==> config.mk <==
export PLATFORM = sky130hd
export DESIGN_NAME = xorshift_random_in_range_unit
export DESIGN_NICKNAME = d
export VERILOG_FILES = /design/src/rtl/xrr_pkg.sv /design/src/rtl/xorshift_random_in_range_unit.sv
export SDC_FILE = /design/constraint.sdc
export NUM_CORES = 1
export LEC_CHECK = 0
export BUFFER_PORTS_ARGS = -buffer_cell sky130_fd_sc_hd__buf_2
export CAP_MARGIN = 10
export CORE_MARGIN = 2
export CORE_UTILIZATION = 56
export CTS_CLUSTER_DIAMETER = 80
export CTS_CLUSTER_SIZE = 28
export DETAILED_ROUTE_END_ITERATION = 12
export PLACE_DENSITY = 0.77
export SLEW_MARGIN = 20
export SYNTH_ARGS = -nofsm -noshare
export SYNTH_HDL_FRONTEND = slang
export SYNTH_SLANG_ARGS = --single-unit
==> constraint.sdc <==
create_clock -name clk_i -period 3.85 [get_ports clk_i]
set_input_delay 0.77 -clock clk_i [delete_from_list [all_inputs] [get_ports clk_i]]
set_output_delay 0.77 -clock clk_i [all_outputs]
set_load 0.03 [all_outputs]
==> src/rtl/xrr_pkg.sv <==
// Package with constants for the xorshift random-in-range unit.
`timescale 1ns / 1ps

package xrr_pkg;

  localparam int unsigned WordWidth = 32;
  localparam int unsigned StepWidth = $clog2(WordWidth);

  localparam logic [WordWidth-1:0] SeedA       = 32'd123456789;
  localparam logic [WordWidth-1:0] SeedB       = 32'd362436069;
  localparam logic [WordWidth-1:0] SeedC       = 32'd521288629;
  localparam logic [WordWidth-1:0] SeedD       = 32'd88675123;
  localparam logic [WordWidth-1:0] CounterInit = 32'd234453234;
  localparam logic [WordWidth-1:0] CounterBias = 32'd3556;

  localparam int unsigned ShiftA = 11;
  localparam int unsigned ShiftD = 19;
  localparam int unsigned ShiftM = 8;

  typedef logic [WordWidth-1:0] word_t;

endpackage

==> src/rtl/xorshift_random_in_range_unit.sv <==
// Top level: xorshift128 random source with per-word bound and serial modulo.
//
//   channel | direction | handshake                  | payload
//   cfg     | in        | cfg_we_i (no wait)         | cfg_wdata_i (seed_increment)
//   in      | in        | in_valid_i / in_ready_o    | range_max_i
//   out     | out       | out_valid_o / out_ready_i  | random_value_o
//
// From acceptance to a valid result a word passes a counter step, a generator
// step, 32 restoring-divider steps and a load step that waits for the output register.
// A full-range bound skips the divider.
// in_ready_o is high only when the sequencer is idle; the output register
// holds one result, so a new word is taken while that result waits.
// Reset restores the seed words, the counter and an increment of CounterBias (zero seed_increment).
`timescale 1ns / 1ps

module xorshift_random_in_range_unit (
  input  logic                             clk_i,
  input  logic                             rst_ni,
  input  logic                             cfg_we_i,
  input  logic [xrr_pkg::WordWidth-1:0]    cfg_wdata_i,
  input  logic                             in_valid_i,
  output logic                             in_ready_o,
  input  logic [xrr_pkg::WordWidth-1:0]    range_max_i,
  output logic                             out_valid_o,
  input  logic                             out_ready_i,
  output logic [xrr_pkg::WordWidth-1:0]    random_value_o
);

  typedef enum logic [2:0] {
    StIdle,
    StCount,
    StMix,
    StDiv,
    StDone
  } state_e;

  state_e state_q, state_d;

  xrr_pkg::word_t wa_q, wa_d, wb_q, wb_d, wc_q, wc_d, wd_q, wd_d;
  xrr_pkg::word_t cnt_q, cnt_d;
  xrr_pkg::word_t inc_q, inc_d;
  xrr_pkg::word_t mod_q, mod_d;
  xrr_pkg::word_t rem_q, rem_d;
  xrr_pkg::word_t dvd_q, dvd_d;
  xrr_pkg::word_t res_q, res_d;
  logic full_q, full_d;
  logic [xrr_pkg::StepWidth-1:0] step_q, step_d;
  logic out_valid_q, out_valid_d;

  xrr_pkg::word_t mix, new_d;
  logic [xrr_pkg::WordWidth:0] rem_sh, rem_sub;
  logic take_in, load_out;

  assign in_ready_o     = (state_q == StIdle);
  assign take_in        = in_valid_i && in_ready_o;
  assign out_valid_o    = out_valid_q;
  assign random_value_o = res_q;
  assign load_out       = (state_q == StDone) && (!out_valid_q || out_ready_i);

  assign mix   = wa_q ^ (wa_q << xrr_pkg::ShiftA);
  assign new_d = ((wd_q ^ (wd_q >> xrr_pkg::ShiftD)) ^ (mix ^ (mix >> xrr_pkg::ShiftM)))
                 - cnt_q;

  assign rem_sh  = {rem_q, dvd_q[xrr_pkg::WordWidth-1]};
  assign rem_sub = rem_sh - {1'b0, mod_q};

  always_comb begin
    state_d     = state_q;
    wa_d        = wa_q;
    wb_d        = wb_q;
    wc_d        = wc_q;
    wd_d        = wd_q;
    cnt_d       = cnt_q;
    inc_d       = inc_q;
    mod_d       = mod_q;
    rem_d       = rem_q;
    dvd_d       = dvd_q;
    res_d       = res_q;
    full_d      = full_q;
    step_d      = step_q;
    out_valid_d = out_valid_q;

    if (cfg_we_i) begin
      inc_d = cfg_wdata_i + xrr_pkg::CounterBias;
    end

    if (out_valid_q && out_ready_i) begin
      out_valid_d = 1'b0;
    end

    case (state_q)
      StIdle: begin
        if (take_in) begin
          mod_d   = range_max_i + 1'b1;
          full_d  = &range_max_i;
          state_d = StCount;
        end
      end
      StCount: begin
        cnt_d   = cnt_q + inc_q;
        state_d = StMix;
      end
      StMix: begin
        wa_d   = wb_q;
        wb_d   = wc_q;
        wc_d   = wd_q;
        wd_d   = new_d;
        dvd_d  = new_d;
        step_d = '0;
        if (full_q) begin
          rem_d   = new_d;
          state_d = StDone;
        end else begin
          rem_d   = '0;
          state_d = StDiv;
        end
      end
      StDiv: begin
        dvd_d = dvd_q << 1;
        if (!rem_sub[xrr_pkg::WordWidth]) begin
          rem_d = rem_sub[xrr_pkg::WordWidth-1:0];
        end else begin
          rem_d = rem_sh[xrr_pkg::WordWidth-1:0];
        end
        step_d = step_q + 1'b1;
        if (&step_q) begin
          state_d = StDone;
        end
      end
      StDone: begin
        if (load_out) begin
          res_d       = rem_q;
          out_valid_d = 1'b1;
          state_d     = StIdle;
        end
      end
      default: begin
        state_d = StIdle;
      end
    endcase
  end

  always_ff @(posedge clk_i or negedge rst_ni) begin
    if (!rst_ni) begin
      state_q     <= StIdle;
      wa_q        <= xrr_pkg::SeedA;
      wb_q        <= xrr_pkg::SeedB;
      wc_q        <= xrr_pkg::SeedC;
      wd_q        <= xrr_pkg::SeedD;
      cnt_q       <= xrr_pkg::CounterInit;
      inc_q       <= xrr_pkg::CounterBias;
      full_q      <= 1'b0;
      step_q      <= '0;
      out_valid_q <= 1'b0;
    end else begin
      state_q     <= state_d;
      wa_q        <= wa_d;
      wb_q        <= wb_d;
      wc_q        <= wc_d;
      wd_q        <= wd_d;
      cnt_q       <= cnt_d;
      inc_q       <= inc_d;
      full_q      <= full_d;
      step_q      <= step_d;
      out_valid_q <= out_valid_d;
    end
  end

  always_ff @(posedge clk_i) begin
    mod_q <= mod_d;
    rem_q <= rem_d;
    dvd_q <= dvd_d;
    res_q <= res_d;
  end

endmodule

==> metrics.txt <==
# TYPE chip_impl_metric gauge
chip_impl_metric{name="floorplan.initialDensity",unit="%"} 56.9
chip_impl_info{name="synth-main-ff-cell",value="sky130_fd_sc_hd__edfxtp_1"} 1
chip_impl_metric{name="antenna_found_initial",unit=""} 1
chip_impl_metric{name="pre_cts_ws",unit="ns"} -0.0109
chip_impl_metric{name="htreeDepth",unit=""} 1
chip_impl_metric{name="area_growth_syn_to_layout",unit="%"} 10.7
chip_impl_info{name="slowest_stage",value="sky130_fd_sc_hd__edfxtp_1"} 1
chip_impl_metric{name="route.detailed.wl_per_inst",unit="um"} 17.2
chip_impl_metric{name="maxClockFrequency",unit="MHz"} 267
chip_impl_info{name="netlist_top_cells_area",value="sky130_fd_sc_hd__edfxtp_1, sky130_fd_sc_hd__dfrtp_1, sky130_fd_sc_hd__dfstp_2"} 1
chip_impl_metric{name="route.antenna.remaining_nets",unit=""} 0
chip_impl_metric{name="timing.clock.skew",unit="ns"} 0.0340
chip_impl_metric{name="clock_path_buffers",unit=""} 3
chip_impl_metric{name="clkSlewWorstSetupHoldPaths",unit="ns"} 0.11
chip_impl_metric{name="grt_pass1_wl",unit="um"} 72400
chip_impl_metric{name="synth_nets",unit=""} 2204
chip_impl_metric{name="placement.io_buffers",unit=""} 102
chip_impl_info{name="synthTopCellsByCount",value="sky130_fd_sc_hd__nand2_1, sky130_fd_sc_hd__xnor2_1, sky130_fd_sc_hd__o21ai_0"} 1
chip_impl_metric{name="synthCells",unit=""} 2034
chip_impl_info{name="ctsRootBufferMaster",value="sky130_fd_sc_hd__clkbuf_16"} 1
chip_impl_metric{name="row_count",unit=""} 67
chip_impl_metric{name="synthArstFlopShare",unit="%"} 61.2
chip_impl_metric{name="worst-endpoint-required",unit="ns"} 4.15
chip_impl_metric{name="synthesis.yosys.warnings",unit=""} 0
chip_impl_metric{name="drv.max_cap_violation_count",unit=""} 0
chip_impl_info{name="worstSetupStartpointType",value="register"} 1
chip_impl_metric{name="die-area",unit="mm^2"} 0.0357
chip_impl_metric{name="insertedDiodeCount",unit=""} 0
chip_impl_metric{name="whs",unit="ns"} 0.338
chip_impl_info{name="post-synth-top-count-cell",value="sky130_fd_sc_hd__nand2_1"} 1
chip_impl_info{name="critPathKind",value="register to register"} 1
chip_impl_metric{name="final.period_utilization",unit="%"} 97.1
chip_impl_info{name="hp-class",value="input port to asynchronous set/reset pin"} 1
chip_impl_metric{name="final_critical_path_setup_slack",unit="ns"} 0.111
chip_impl_metric{name="finalCriticalPeriod",unit="ns"} 3.74
chip_impl_metric{name="synth_top_area_share",unit="%"} 20.1
chip_impl_info{name="kind_of_end_point_of_the_critical_path",value="register"} 1
chip_impl_metric{name="postCtsHoldBufs",unit=""} 0
chip_impl_metric{name="synth-edff-count",unit=""} 128
chip_impl_metric{name="dpl.hpwl",unit="um"} 33600
chip_impl_metric{name="die_width",unit="um"} 189
chip_impl_metric{name="globalRouteTotalUtil",unit="%"} 25.2
chip_impl_metric{name="routabilityCongestion",unit=""} 0.965
chip_impl_metric{name="synth.cell_area",unit="mm^2"} 0.0191
chip_impl_metric{name="clock_insertion_delay_worst_skew",unit="ns"} 0.55
chip_impl_metric{name="final_wirelength",unit="um"} 44600
chip_impl_metric{name="total_via_count_after_detailed_routing",unit=""} 14600
chip_impl_metric{name="final-setup-viol-count",unit=""} 0
chip_impl_metric{name="design.portCount",unit=""} 103
chip_impl_metric{name="timing.critical_path.arrival",unit="ns"} 4.04
chip_impl_info{name="status",value="finished, final reports clean"} 1
chip_impl_info{name="path_cells",value="inv_1 > ha_1 > inv_1 > fa_1 > a21oi_2 > nand4b_4 > a2111oi_2 > or2_2 > o2111ai_4 > a21oi_2 > a221oi_4 > buf_4 > buf_6 > mux2i_1 > o2bb2ai_1"} 1
chip_impl_metric{name="synthesis.area_per_instance",unit="um^2"} 9.41
chip_impl_metric{name="synth_cell_types",unit=""} 68
chip_impl_metric{name="drcViolationCount",unit=""} 0
chip_impl_metric{name="cts_sinks",unit=""} 330
chip_impl_metric{name="core_region_area",unit="mm^2"} 0.0336
chip_impl_metric{name="slew-limit-headroom",unit="%"} 32.9
chip_impl_metric{name="synth_seq_area_share",unit="%"} 47.1
chip_impl_metric{name="grt_start_max_net_pins",unit=""} 106
chip_impl_metric{name="cts_buffers",unit=""} 18
chip_impl_metric{name="design.final.nets",unit=""} 2313
chip_impl_metric{name="first_global_vias",unit=""} 14300
chip_impl_metric{name="vias_per_cell",unit=""} 5.63
chip_impl_metric{name="fp.dieH",unit="um"} 189
chip_impl_metric{name="cp_max_fo",unit=""} 12
chip_impl_info{name="synth_top_area_cell",value="sky130_fd_sc_hd__edfxtp_1"} 1
chip_impl_metric{name="grt_remaining_overflow",unit=""} 0
chip_impl_metric{name="postSynthRegisterBits",unit=""} 330
chip_impl_metric{name="worst_path_largest_cell_delay",unit="ns"} 0.52
chip_impl_metric{name="drt_iter0_markers",unit=""} 871
chip_impl_metric{name="report.final.slew_viol_count",unit=""} 0
chip_impl_metric{name="tightestPinTransition",unit="ns"} 1.00
chip_impl_info{name="cts_tree",value="done"} 1
chip_impl_metric{name="final_layout_size_suffix_gt1_share",unit="%"} 14.8
chip_impl_metric{name="count_of_endpoints_failing_hold_in_the_final_timing_report",unit=""} 0
chip_impl_metric{name="detail_route.first_pass.iterations",unit=""} 5
worst paths after layout:
path	to	slack [ns]	cells past startpoint	start
worst min register to register	wb_q[20]	0.44	2	wc_q[20]
worst max register to register	rem_q[31]	0.11	15	dvd_q[31]
worst max-delay path	rem_q[31]	0.11	15	dvd_q[31]
max in group asynchronous	wa_q[14]	2.64	2	rst_ni
worst min-delay path	wd_q[18]	0.34	1	rst_ni
min in group clk_i	inc_q[2]	0.43	2	cfg_wdata_i[2]
cell type report:
| cell class | count | area [um^2] |
|---|---|---|
| flip-flops and latches | 330 | 9010 |
| well taps | 448 | 561 |
| repair buffers | 160 | 1040 |
| inverters | 89 | 334 |
| multi-input cells | 1544 | 9630 |
| fillers | 2805 | 12400 |
| clock buffers | 23 | 492 |
| clock inverters | 9 | 114 |
registers in the layout, summed over array words and instances (netlist names):
register	cells
random_value_o	32
wa_q	32
step_q	5
dvd_q	32
wd_q	32
wc_q	32
state_q	3
out_valid_o	1
cnt_q	32
rem_q	32
inc_q	32
mod_q	32
full_q	1
wb_q	32
critical path, delay by kind of cell, from the launching register on:
kind / cells / cell delay (ns)
AO/OA/AOI/OAI: 6 / 1.06
adder cells (fa/ha/maj): 2 / 0.57
buffers and inverters: 4 / 0.50
flip-flops: 1 / 0.52
multiplexers: 1 / 0.29
AND/OR/NAND/NOR: 2 / 0.53
cell usage in the layout (no fill, tap or decap), types with 9 or more instances in the layout:
cell type	netlist	routed
sky130_fd_sc_hd__nor3_1	12	12
sky130_fd_sc_hd__nor2_1	92	90
sky130_fd_sc_hd__nand2_1	487	487
sky130_fd_sc_hd__o22ai_1	22	22
sky130_fd_sc_hd__edfxtp_1	128	128
sky130_fd_sc_hd__a21oi_1	121	119
sky130_fd_sc_hd__ha_1	98	98
sky130_fd_sc_hd__clkbuf_16	0	20
sky130_fd_sc_hd__xor2_1	57	54
sky130_fd_sc_hd__dfrtp_1	116	116
sky130_fd_sc_hd__nand2b_1	15	14
sky130_fd_sc_hd__mux2i_1	31	30
sky130_fd_sc_hd__dfstp_2	86	86
sky130_fd_sc_hd__buf_4	0	51
sky130_fd_sc_hd__a31oi_1	15	15
sky130_fd_sc_hd__nand3_1	35	35
sky130_fd_sc_hd__o211ai_1	11	11
sky130_fd_sc_hd__buf_2	0	101
sky130_fd_sc_hd__nand4_1	14	14
sky130_fd_sc_hd__a21o_1	58	58
sky130_fd_sc_hd__nor2b_1	18	18
sky130_fd_sc_hd__and3_1	30	30
sky130_fd_sc_hd__inv_1	88	88
sky130_fd_sc_hd__o21a_1	9	9
sky130_fd_sc_hd__xnor2_1	170	166
sky130_fd_sc_hd__o21ai_0	136	134
layer usage:
| metal | track usage [%] | part of all wire, % | vias to the layer above | wire length (um) |
|---|---|---|---|---|
| li1 | - | - | 7215 | - |
| met1 | 34.1 | 45 | 7006 | 20100 |
| met2 | 42.4 | 47 | 337 | 21000 |
| met3 | 2.72 | 4.1 | 83 | 1840 |
| met4 | 8.95 | 3.9 | 2 | 1750 |
| met5 | 0 | 0.029 | - | 13 |
repair_timing:
action | 4_1_cts | 5_1_grt
cloned | 0 | 1
resized for setup | 2 | 23
setup buffers | 0 | 5
setup endpoints to repair | 2 | 45
pin swaps | 0 | 3
per-stage QoR:
step,setup TNS (ns),cells,utilization (%),area (um^2)
2_1_floorplan,0,2034,-,19100
4_1_cts,0,2597,62.5,21000
5_1_grt,-0.187,2603,63.0,21200
3_5_place_dp,-0.0148,2565,60.6,20400
3_3_place_gp,0,2565,60.6,20400
6_report,0,2603,63.0,21200
kinds of logic after synthesis:
kind of cell | after synthesis | synth area share [%]
DFF | 330 | 47.1
buffers and inverters | 160 | 3.30
AOI/OAI and AO/OA | 438 | 13.9
xor gates and xnor gates | 227 | 10.4
adders and majority gates | 101 | 6.72
and+or+nand+nor | 739 | 16.5
muxes | 39 | 2.09
Power is not shown: default switching activity piles up to over one toggle a cycle in this logic, so the estimate is an artifact.
